File: src/rtl/bsa_pkg.sv
package bsa_pkg;

   localparam int unsigned MS_PER_SEC = 1000;
   localparam int DELAY_MS_W = 26;
   localparam int CH0_BIT = 0;
   localparam int CH1_BIT = 1;

   typedef logic [2:0] csr_index_type;

   localparam csr_index_type CSR_THRESHOLD_CH0   = 3'd0;
   localparam csr_index_type CSR_THRESHOLD_CH1   = 3'd1;
   localparam csr_index_type CSR_NOTIFY_DELAY    = 3'd2;
   localparam csr_index_type CSR_ALARM_ENABLE    = 3'd3;
   localparam csr_index_type CSR_CHANNEL_ENABLE  = 3'd4;

   localparam logic [1:0] CHANNEL_MASK_RESET = 2'b11;

   typedef struct packed {
      logic [31:0]        now_ms;
      logic               ch0_valid;
      logic signed [15:0] ch0_mv;
      logic               ch1_valid;
      logic signed [15:0] ch1_mv;
      logic               io_ready;
   } poll_type;

   typedef struct packed {
      logic blowers_ok;
      logic below_threshold;
      logic alarm_level;
      logic publish_strobe;
      logic publish_value;
   } result_type;

   typedef struct packed {
      logic signed [15:0]    threshold_ch0_mv;
      logic signed [15:0]    threshold_ch1_mv;
      logic [DELAY_MS_W-1:0] delay_ms;
      logic                  alarm_enable;
      logic [1:0]            channel_enable_mask;
   } cfg_type;

endpackage

File: src/rtl/bsa_if.sv
interface bsa_req_if;
   logic               valid;
   logic               ready;
   logic [31:0]        now_ms;
   logic               ch0_valid;
   logic signed [15:0] ch0_mv;
   logic               ch1_valid;
   logic signed [15:0] ch1_mv;
   logic               io_ready;

   modport source (output valid, output now_ms, output ch0_valid, output ch0_mv,
                   output ch1_valid, output ch1_mv, output io_ready, input ready);
   modport sink (input valid, input now_ms, input ch0_valid, input ch0_mv,
                 input ch1_valid, input ch1_mv, input io_ready, output ready);
endinterface

interface bsa_rsp_if;
   logic valid;
   logic ready;
   logic blowers_ok;
   logic below_threshold;
   logic alarm_level;
   logic publish_strobe;
   logic publish_value;

   modport source (output valid, output blowers_ok, output below_threshold,
                   output alarm_level, output publish_strobe, output publish_value,
                   input ready);
   modport sink (input valid, input blowers_ok, input below_threshold,
                 input alarm_level, input publish_strobe, input publish_value,
                 output ready);
endinterface

interface bsa_csr_if;
   logic        valid;
   logic        ready;
   logic [2:0]  addr;
   logic [15:0] data;

   modport source (output valid, output addr, output data, input ready);
   modport sink (input valid, input addr, input data, output ready);
endinterface

File: src/rtl/bsa_csr.sv
module bsa_csr (
   input  logic              clock,
   input  logic              reset,
   bsa_csr_if.sink           csr_ch,
   output bsa_pkg::cfg_type  cfg
);

   bsa_pkg::cfg_type cfg_ff;
   bsa_pkg::cfg_type cfg_in;

   assign csr_ch.ready = 1'b1;
   assign cfg = cfg_ff;

   always_comb begin
      cfg_in = cfg_ff;
      if (csr_ch.valid) begin
         case (csr_ch.addr)
            bsa_pkg::CSR_THRESHOLD_CH0: cfg_in.threshold_ch0_mv = csr_ch.data;
            bsa_pkg::CSR_THRESHOLD_CH1: cfg_in.threshold_ch1_mv = csr_ch.data;
            bsa_pkg::CSR_NOTIFY_DELAY: begin
               cfg_in.delay_ms = bsa_pkg::DELAY_MS_W'(32'(csr_ch.data) * bsa_pkg::MS_PER_SEC);
            end
            bsa_pkg::CSR_ALARM_ENABLE: cfg_in.alarm_enable = csr_ch.data[0];
            bsa_pkg::CSR_CHANNEL_ENABLE: cfg_in.channel_enable_mask = csr_ch.data[1:0];
            default: cfg_in = cfg_ff;
         endcase
      end
   end

   always_ff @(posedge clock) begin
      if (reset) begin
         cfg_ff.threshold_ch0_mv    <= '0;
         cfg_ff.threshold_ch1_mv    <= '0;
         cfg_ff.delay_ms            <= '0;
         cfg_ff.alarm_enable        <= 1'b0;
         cfg_ff.channel_enable_mask <= bsa_pkg::CHANNEL_MASK_RESET;
      end else begin
         cfg_ff <= cfg_in;
      end
   end

endmodule

File: src/rtl/bsa_eval.sv
module bsa_eval #(
   parameter int unsigned PULSE_ON_MS  = 10000,
   parameter int unsigned PULSE_OFF_MS = 25000
) (
   input  logic                 clock,
   input  logic                 reset,
   input  bsa_pkg::cfg_type     cfg,
   input  bsa_pkg::poll_type    poll,
   input  logic                 fire,
   output bsa_pkg::result_type  result
);

   logic        cand_state_ff, cand_state_in;
   logic [31:0] cand_start_ff, cand_start_in;
   logic        stable_ff, stable_in;
   logic        has_pub_ff, has_pub_in;
   logic        last_pub_ff, last_pub_in;
   logic        cycle_active_ff, cycle_active_in;
   logic        phase_on_ff, phase_on_in;
   logic [31:0] phase_start_ff, phase_start_in;
   logic        driven_ff, driven_in;

   logic        en0, en1, ok0, ok1, any_en, blowers_ok;
   logic [31:0] cand_age, phase_age;
   logic        cand_aged, alarm_on, cand_change, settled, strobe;

   always_comb begin
      en0 = cfg.channel_enable_mask[bsa_pkg::CH0_BIT];
      en1 = cfg.channel_enable_mask[bsa_pkg::CH1_BIT];
      ok0 = en0 & poll.ch0_valid & (poll.ch0_mv >= cfg.threshold_ch0_mv);
      ok1 = en1 & poll.ch1_valid & (poll.ch1_mv >= cfg.threshold_ch1_mv);
      any_en = en0 | en1;
      blowers_ok = any_en & (ok0 | ~en0) & (ok1 | ~en1);

      cand_age  = poll.now_ms - cand_start_ff;
      cand_aged = cand_age >= 32'(cfg.delay_ms);
      phase_age = poll.now_ms - phase_start_ff;
      alarm_on  = cfg.alarm_enable & ~blowers_ok & cand_aged;

      cycle_active_in = cycle_active_ff;
      phase_on_in     = phase_on_ff;
      phase_start_in  = phase_start_ff;
      driven_in       = driven_ff;
      if (poll.io_ready) begin
         if (alarm_on != cycle_active_ff) begin
            // A phase that starts on this poll has no time elapsed yet.
            cycle_active_in = alarm_on;
            phase_on_in     = alarm_on;
            phase_start_in  = poll.now_ms;
            driven_in       = alarm_on;
         end else if (cycle_active_ff) begin
            if (phase_on_ff) begin
               if (phase_age >= 32'(PULSE_ON_MS)) begin
                  phase_on_in    = 1'b0;
                  phase_start_in = poll.now_ms;
               end
            end else if (phase_age >= 32'(PULSE_OFF_MS)) begin
               phase_on_in    = 1'b1;
               phase_start_in = poll.now_ms;
            end
            driven_in = phase_on_in;
         end
      end

      cand_change   = blowers_ok != cand_state_ff;
      cand_state_in = blowers_ok;
      cand_start_in = cand_change ? poll.now_ms : cand_start_ff;
      settled       = cand_change ? (cfg.delay_ms == '0) : cand_aged;

      stable_in   = stable_ff;
      has_pub_in  = has_pub_ff;
      last_pub_in = last_pub_ff;
      strobe      = 1'b0;
      if ((blowers_ok != stable_ff) && settled) begin
         stable_in = blowers_ok;
         if (!has_pub_ff || (blowers_ok != last_pub_ff)) begin
            strobe      = 1'b1;
            last_pub_in = blowers_ok;
            has_pub_in  = 1'b1;
         end
      end

      result.blowers_ok      = blowers_ok;
      result.below_threshold = any_en & ~blowers_ok;
      result.alarm_level     = driven_in;
      result.publish_strobe  = strobe;
      result.publish_value   = stable_in;
   end

   always_ff @(posedge clock) begin
      if (reset) begin
         cand_state_ff   <= 1'b0;
         cand_start_ff   <= '0;
         stable_ff       <= 1'b0;
         has_pub_ff      <= 1'b0;
         last_pub_ff     <= 1'b0;
         cycle_active_ff <= 1'b0;
         phase_on_ff     <= 1'b0;
         phase_start_ff  <= '0;
         driven_ff       <= 1'b0;
      end else if (fire) begin
         cand_state_ff   <= cand_state_in;
         cand_start_ff   <= cand_start_in;
         stable_ff       <= stable_in;
         has_pub_ff      <= has_pub_in;
         last_pub_ff     <= last_pub_in;
         cycle_active_ff <= cycle_active_in;
         phase_on_ff     <= phase_on_in;
         phase_start_ff  <= phase_start_in;
         driven_ff       <= driven_in;
      end
   end

endmodule

File: src/rtl/blower_supervisor_alarm.sv
// Channel   Port     Direction  Contents
// poll      req_ch   in         timestamp, two channel readings, IO ready
// result    rsp_ch   out        blower state, alarm level, publish strobe and value
// config    csr_ch   in         register index and write data
//
// One item is accepted every cycle while the result is not stalled; each item passes
// through the input register and then the result register, and the state update is
// done combinationally between them. Reset is synchronous and clears the supervisor
// state, the valid flags and the configuration but for the channel mask, which resets
// to both channels enabled; the item and result data registers are not cleared.
// A stalled result holds in the result register while one further item waits.
module blower_supervisor_alarm #(
   parameter int unsigned PULSE_ON_MS  = 10000,
   parameter int unsigned PULSE_OFF_MS = 25000
) (
   input  logic        clock,
   input  logic        reset,
   bsa_req_if.sink     req_ch,
   bsa_rsp_if.source   rsp_ch,
   bsa_csr_if.sink     csr_ch
);

   bsa_pkg::cfg_type    cfg;
   bsa_pkg::poll_type   poll_ff, poll_in;
   bsa_pkg::result_type result_ff, result_in;
   logic                poll_valid_ff, poll_valid_in;
   logic                rsp_valid_ff, rsp_valid_in;
   logic                out_free, fire, accept;

   assign out_free     = ~rsp_valid_ff | rsp_ch.ready;
   assign fire         = poll_valid_ff & out_free;
   assign req_ch.ready = ~poll_valid_ff | out_free;
   assign accept       = req_ch.valid & req_ch.ready;

   always_comb begin
      poll_in.now_ms    = req_ch.now_ms;
      poll_in.ch0_valid = req_ch.ch0_valid;
      poll_in.ch0_mv    = req_ch.ch0_mv;
      poll_in.ch1_valid = req_ch.ch1_valid;
      poll_in.ch1_mv    = req_ch.ch1_mv;
      poll_in.io_ready  = req_ch.io_ready;
      poll_valid_in     = accept | (poll_valid_ff & ~fire);
      rsp_valid_in      = fire | (rsp_valid_ff & ~rsp_ch.ready);
   end

   bsa_csr u_csr (
      .clock  (clock),
      .reset  (reset),
      .csr_ch (csr_ch),
      .cfg    (cfg)
   );

   bsa_eval #(
      .PULSE_ON_MS  (PULSE_ON_MS),
      .PULSE_OFF_MS (PULSE_OFF_MS)
   ) u_eval (
      .clock  (clock),
      .reset  (reset),
      .cfg    (cfg),
      .poll   (poll_ff),
      .fire   (fire),
      .result (result_in)
   );

   always_ff @(posedge clock) begin
      if (reset) begin
         poll_valid_ff <= 1'b0;
         rsp_valid_ff  <= 1'b0;
      end else begin
         poll_valid_ff <= poll_valid_in;
         rsp_valid_ff  <= rsp_valid_in;
      end
   end

   always_ff @(posedge clock) begin
      if (accept) begin
         poll_ff <= poll_in;
      end
      if (fire) begin
         result_ff <= result_in;
      end
   end

   assign rsp_ch.valid           = rsp_valid_ff;
   assign rsp_ch.blowers_ok      = result_ff.blowers_ok;
   assign rsp_ch.below_threshold = result_ff.below_threshold;
   assign rsp_ch.alarm_level     = result_ff.alarm_level;
   assign rsp_ch.publish_strobe  = result_ff.publish_strobe;
   assign rsp_ch.publish_value   = result_ff.publish_value;

endmodule

File: src/flat_wrapper.sv
// flat-port wrapper written by rule: the top's interface ports become plain ports
module blower_supervisor_alarm_flat 
#(
   parameter int unsigned PULSE_ON_MS  = 10000,
   parameter int unsigned PULSE_OFF_MS = 25000
)
  (clock, reset, req_ch_valid, req_ch_now_ms, req_ch_ch0_valid, req_ch_ch0_mv, req_ch_ch1_valid, req_ch_ch1_mv, req_ch_io_ready, req_ch_ready, rsp_ch_valid, rsp_ch_blowers_ok, rsp_ch_below_threshold, rsp_ch_alarm_level, rsp_ch_publish_strobe, rsp_ch_publish_value, rsp_ch_ready, csr_ch_valid, csr_ch_addr, csr_ch_data, csr_ch_ready);
  bsa_req_if req_ch_i ();
  bsa_rsp_if rsp_ch_i ();
  bsa_csr_if csr_ch_i ();
  input  logic clock;
  input  logic reset;
  input wire logic [$bits(req_ch_i.valid)-1:0] req_ch_valid;
  input wire logic [$bits(req_ch_i.now_ms)-1:0] req_ch_now_ms;
  input wire logic [$bits(req_ch_i.ch0_valid)-1:0] req_ch_ch0_valid;
  input wire logic [$bits(req_ch_i.ch0_mv)-1:0] req_ch_ch0_mv;
  input wire logic [$bits(req_ch_i.ch1_valid)-1:0] req_ch_ch1_valid;
  input wire logic [$bits(req_ch_i.ch1_mv)-1:0] req_ch_ch1_mv;
  input wire logic [$bits(req_ch_i.io_ready)-1:0] req_ch_io_ready;
  output wire logic [$bits(req_ch_i.ready)-1:0] req_ch_ready;
  output wire logic [$bits(rsp_ch_i.valid)-1:0] rsp_ch_valid;
  output wire logic [$bits(rsp_ch_i.blowers_ok)-1:0] rsp_ch_blowers_ok;
  output wire logic [$bits(rsp_ch_i.below_threshold)-1:0] rsp_ch_below_threshold;
  output wire logic [$bits(rsp_ch_i.alarm_level)-1:0] rsp_ch_alarm_level;
  output wire logic [$bits(rsp_ch_i.publish_strobe)-1:0] rsp_ch_publish_strobe;
  output wire logic [$bits(rsp_ch_i.publish_value)-1:0] rsp_ch_publish_value;
  input wire logic [$bits(rsp_ch_i.ready)-1:0] rsp_ch_ready;
  input wire logic [$bits(csr_ch_i.valid)-1:0] csr_ch_valid;
  input wire logic [$bits(csr_ch_i.addr)-1:0] csr_ch_addr;
  input wire logic [$bits(csr_ch_i.data)-1:0] csr_ch_data;
  output wire logic [$bits(csr_ch_i.ready)-1:0] csr_ch_ready;
  assign req_ch_i.valid = req_ch_valid;
  assign req_ch_i.now_ms = req_ch_now_ms;
  assign req_ch_i.ch0_valid = req_ch_ch0_valid;
  assign req_ch_i.ch0_mv = req_ch_ch0_mv;
  assign req_ch_i.ch1_valid = req_ch_ch1_valid;
  assign req_ch_i.ch1_mv = req_ch_ch1_mv;
  assign req_ch_i.io_ready = req_ch_io_ready;
  assign req_ch_ready = req_ch_i.ready;
  assign rsp_ch_valid = rsp_ch_i.valid;
  assign rsp_ch_blowers_ok = rsp_ch_i.blowers_ok;
  assign rsp_ch_below_threshold = rsp_ch_i.below_threshold;
  assign rsp_ch_alarm_level = rsp_ch_i.alarm_level;
  assign rsp_ch_publish_strobe = rsp_ch_i.publish_strobe;
  assign rsp_ch_publish_value = rsp_ch_i.publish_value;
  assign rsp_ch_i.ready = rsp_ch_ready;
  assign csr_ch_i.valid = csr_ch_valid;
  assign csr_ch_i.addr = csr_ch_addr;
  assign csr_ch_i.data = csr_ch_data;
  assign csr_ch_ready = csr_ch_i.ready;
  blower_supervisor_alarm #(.PULSE_ON_MS(PULSE_ON_MS), .PULSE_OFF_MS(PULSE_OFF_MS)) u_core (.clock(clock), .reset(reset), .req_ch(req_ch_i), .rsp_ch(rsp_ch_i), .csr_ch(csr_ch_i));
endmodule
File: config.mk
export PLATFORM = sky130hd
export DESIGN_NAME = blower_supervisor_alarm_flat
export DESIGN_NICKNAME = d
export VERILOG_FILES = /design/src/rtl/bsa_pkg.sv /design/src/rtl/bsa_if.sv /design/src/rtl/bsa_csr.sv /design/src/rtl/bsa_eval.sv /design/src/rtl/blower_supervisor_alarm.sv /design/src/flat_wrapper.sv
export SDC_FILE = /design/constraint.sdc
export NUM_CORES = 1
export LEC_CHECK = 0
export ABC_CLOCK_PERIOD_IN_PS = 7900
export BUFFER_PORTS_ARGS = -buffer_cell sky130_fd_sc_hd__clkbuf_2
export CORE_MARGIN = 1
export CORE_UTILIZATION = 51
export CTS_CLUSTER_DIAMETER = 40
export DETAILED_ROUTE_END_ITERATION = 12
export GPL_ROUTABILITY_DRIVEN = 0
export PLACE_DENSITY = 0.69
export RECOVER_POWER = 25
export SETUP_SLACK_MARGIN = 0.02
export SLEW_MARGIN = 10
export SYNTH_ARGS = -nofsm -noshare
export SYNTH_HDL_FRONTEND = slang
export SYNTH_SLANG_ARGS = --single-unit
File: constraint.sdc
create_clock -name clock -period 7.9 [get_ports clock]
set_clock_uncertainty 0.15 [all_clocks]
set_input_delay 1.58 -clock clock [delete_from_list [all_inputs] [get_ports clock]]
set_output_delay 1.58 -clock clock [all_outputs]
set_load 0.01 [all_outputs]
==> summary.md <==
| Metric | Value |
|---|---|
| CTS sink count | `203` |
| Unrepaired setup endpoints after global routing | `no` |
| Transition time at the pin with the least slew margin | `1.17 ns` |
| Max Fanout on Critical Path | `32` |
| Primary FF master, synth | `sky130_fd_sc_hd__dfxtp_1` |
| Number of pins exceeding their max-slew limit in the final report | `0` |
| Initial antenna violation count | `0` |
| CTS buffer count | `36` |
| Buffer depth of the longest clock path | `3` |
| Global-route wire length before repair | `55.8 mm` |
| Met1 Usage GRT | `28.8%` |
| Overflow after GRT | `0` |
| CTS hold repair buffers | `0` |
| Warnings from Yosys | `0` |
| Buffer and inverter count on the worst path | `2` |
| Via count | `11,800` |
| Chip Height | `172 um` |
| Maximum number of pins on one net before global-route repair | `68` |
| Post-synthesis share of cell area spent on full adders, half adders and majority gates | `22.2%` |
| Die Width | `172 um` |
| Post-placement setup slack | `1.14 ns` |
| Netlist Area Pre-Place | `14,700 um^2` |
| Async set-or-reset flop fraction in the synthesized netlist | `0%` |
| Final worst-path cycle share | `82.5%` |
| Worst reg2reg path endpoint | `u_core.u_eval.phase_start_ff[8]` |
| Mean instance size in the synthesized netlist | `8.88 um^2` |
| Crit. Startpoint | `u_core.poll_ff[35]` |
| Fraction of layout cells with a size suffix above 1 | `10.5%` |
| Final hold vios | `0` |
| Kind of capture point of the worst setup path | `flop` |
| Average wire length per cell after detail routing | `15.6 um` |
| Minimum setup slack among reg-to-reg paths | `1.38 ns` |
| IR Drop Worst-Case VDD | `0.184 mV` |
| Switching share of power | `34.2%` |
| Simple-Gate Fraction of Synth Area | `14.6%` |
| Slowest cell on the critical path | `sky130_fd_sc_hd__or4_1` |
| Layout Nets | `2,053` |
| Nets in the synthesized netlist | `1,971` |
| Worst reg2reg path depth | `26` |
| Count of input and output buffers | `97` |
| Global-route met3 utilization | `3.31%` |
| Mux share of post-synthesis cell area | `2.95%` |
| Area of the core | `28,000 um^2` |
| Source-to-sink clock delay at the later pin of the worst-skew pair | `0.51 ns` |
| Xor/xnor share of the synthesized area | `3.76%` |
| Min Tclk post-route | `6.52 ns` |
| Cells resized by post-CTS repair | `0` |
| Post-layout instance count excluding filler cells | `2,141` |
| Outcome | `completed` |
| Global-route met2 utilization | `41.8%` |
| I/O Pins | `99` |
| Highest attainable clock frequency | `153 MHz` |
| Most common cell on crit path | `sky130_fd_sc_hd__a21oi_1` |
| Share of total power in the clock network | `37.1%` |
| Leading post-synthesis cells by cell area | `sky130_fd_sc_hd__dfxtp_1 (18%), sky130_fd_sc_hd__edfxtp_1 (15%), sky130_fd_sc_hd__ha_1 (15%)` |
| Worst hold slack | `0.301 ns` |
| WP depth | `26` |
| Filler cell count in the final layout | `2,448` |
| DRC marker count from the first detailed-route iteration | `792` |
| Critical Path RT | `8.11 ns` |
| Crit-path leading delay family | `compound AO/OA/AOI/OAI gates` |
| Via count of the first global-routing pass | `11,700` |
| Final setup vio count | `0` |
| Area of the die | `29,500 um^2` |
| DP Cell Count | `2,075` |
| Clock-pin slew reported for the worst setup and hold paths after clock tree synthesis | `0.05 ns` |
| Growth of design area from synthesis to finish | `13.0%` |
| Count of flip-flops with a built-in enable after synthesis | `72` |
| Clock tree from TritonCTS | `done` |
| Row count | `61` |
| H-Tree Level Count | `2` |
| Root buffer cell | `sky130_fd_sc_hd__clkbuf_16` |
| Proportion of synthesized chip area in sequential cells | `32.6%` |
| Power density over cell area | `239 nW/um^2` |
| Starting Density | `52.4%` |
| Synth Area in Compound Gates | `17.5%` |
| Sequential group share of total power | `29.3%` |
| #FFs+latches synth | `203` |
| Static leakage | `6.84 nW` |
| Total Power | `0.00397 W` |
| Main combinational cell family by area after synthesis | `adder cells` |
| Worst EP arrival | `6.73 ns` |
| Max-capacitance violation count | `0` |
| Placed wire-length estimate | `24.9 mm` |
| Start-to-end type of the worst setup path | `flop to flop` |
| Synth Instances | `1,653` |
| Top-area cell type share of the netlist area | `17.9%` |
| Slack of the critical path | `1.38 ns` |
| Setup Fix Bufs, Post-CTS | `0` |
| Cell accounting for the most synthesized area | `sky130_fd_sc_hd__dfxtp_1` |
| Number of vias per cell after detailed routing | `5.51` |
| Switching pwr | `0.00136 W` |
| Cell Int Power | `0.00261 W` |
| Remaining design rule violation count | `0` |
| Hold crit path type | `flop to flop` |
| Total wire length | `33.4 mm` |
| Worst reg2reg startpoint | `u_core.poll_ff[35]` |
| Highest-utilization routing layer at the global route stage | `met2` |
| Critical path launch point type | `flop` |
| Crit path capture | `u_core.u_eval.phase_start_ff[8]` |
| Final TNS setup | `0 ns` |
| Critical Path Max Stage Delay | `0.63 ns` |
| Distinct cells, synth | `78` |
| Initial DRT Pass Iterations | `7` |
| Post-detailed-route count of antenna-violating nets | `0` |
| Total routing resource utilization after global routing | `23.5%` |
| Antenna cell count | `0` |
| Max transition margin | `22.0%` |
| Share of total power in combinational logic | `33.6%` |
## cell families after synthesis
group | count (synthesis)
buffers and inverters | 236
adders and majority gates | 227
xor gates and xnor gates | 63
and+or+nand+nor | 476
AOI/OAI and AO/OA | 404
other | 1
muxes | 43
DFF | 203
## Yosys cell counts, drive strengths merged (4+ instances only)
cell type,instances
ha,171
a211oi,15
inv,179
a21oi,168
xnor2,40
nand2,213
nor2,120
o21bai,4
and2,6
a22oi,4
nor2b,9
o211ai,8
nand2b,16
o21a,14
buf,10
a21boi,5
a31oi,13
or2,6
nand4,16
fa,56
and3,11
mux2i,41
edfxtp,72
o21ai,64
o2bb2ai,6
xor2,23
a311oi,4
clkbuf,47
o31ai,9
nand3,19
or3,7
nor3,24
o41ai,4
or4,7
dfxtp,131
a21o,43
nor4,9
a2111oi,7
## power by group through the flow
stage | clock network [W] | registers [W] | logic [W]
after floorplan | 0 | 0.00117 | 0.00100
after global placement | 0 | 0.00118 | 0.00130
after detailed placement | 0 | 0.00118 | 0.00132
after CTS | 0.00151 | 0.00116 | 0.00133
after global routing | 0.00155 | 0.00117 | 0.00151
final | 0.00147 | 0.00116 | 0.00133
## cell type report
type	instances	area [um^2]	share of cell area (%)
multi-input cells	1214	8960	54.0
flip-flops and latches	203	4780	28.9
clock buffers	42	986	5.95
inverters	179	672	4.05
repair buffers	101	518	3.12
well taps	378	473	2.85
clock inverters	24	193	1.16
## sequential cells by signal, summed over array words and instances, names as in the netlist, 32 cells and up
| signal | flops |
|---|---|
| u_core.u_eval.cand_start_ff | 32 |
| u_core.poll_ff | 67 |
| u_core.u_eval.phase_start_ff | 32 |
| u_core.u_csr.cfg | 58 |
## tightest hold or removal path, cell delays in order, from the launching register on
cell                      delay (ns)
sky130_fd_sc_hd__dfxtp_1        0.30
sky130_fd_sc_hd__nand2_1        0.05
sky130_fd_sc_hd__a21oi_1        0.05
## layer usage
metal  vias up  share of wire [%]
met1      5556                 44
li1       5924                  -
met3        55                4.3
met4         0                2.7
met2       272                 49
met5         -                  0
## metrics by stage
| step | instance area, um^2 | util, % |
|---|---|---|
| 5_1_grt | 16600 | 59.2 |
| 2_1_floorplan | 14700 | - |
| 3_5_place_dp | 15400 | 55.0 |
| 6_report | 16600 | 59.2 |
| 4_1_cts | 16600 | 59.2 |
| 3_3_place_gp | 15400 | 55.0 |
## worst min-delay path by stage
| stage | startpoint | end | slack [ns] | cells after the start |
|---|---|---|---|---|
| floorplan | u_core.u_csr.cfg[30] | u_core.u_csr.cfg[30] | 0.29 | 2 |
| global placement | u_core.u_eval.cand_start_ff[7] | u_core.u_eval.cand_start_ff[7] | 0.29 | 2 |
| detailed placement | u_core.u_csr.cfg[48] | u_core.u_csr.cfg[48] | 0.30 | 2 |
| CTS | u_core.u_csr.cfg[48] | u_core.u_csr.cfg[48] | 0.30 | 2 |
| global route | u_core.u_csr.cfg[58] | u_core.u_csr.cfg[58] | 0.32 | 2 |
| finish | u_core.u_csr.cfg[48] | u_core.u_csr.cfg[48] | 0.30 | 2 |
## layout by cell type (no fill, tap or decap), drive strengths merged, types with 23 or more instances in the layout
master / instances
nand2: 213
inv: 186
ha: 171
a21oi: 168
clkbuf: 138
dfxtp: 131
nor2: 120
edfxtp: 72
o21ai: 64
fa: 56
a21o: 43
mux2i: 41
xnor2: 40
nor3: 24
xor2: 23
Note: power is estimated with default switching activity, not from simulation.
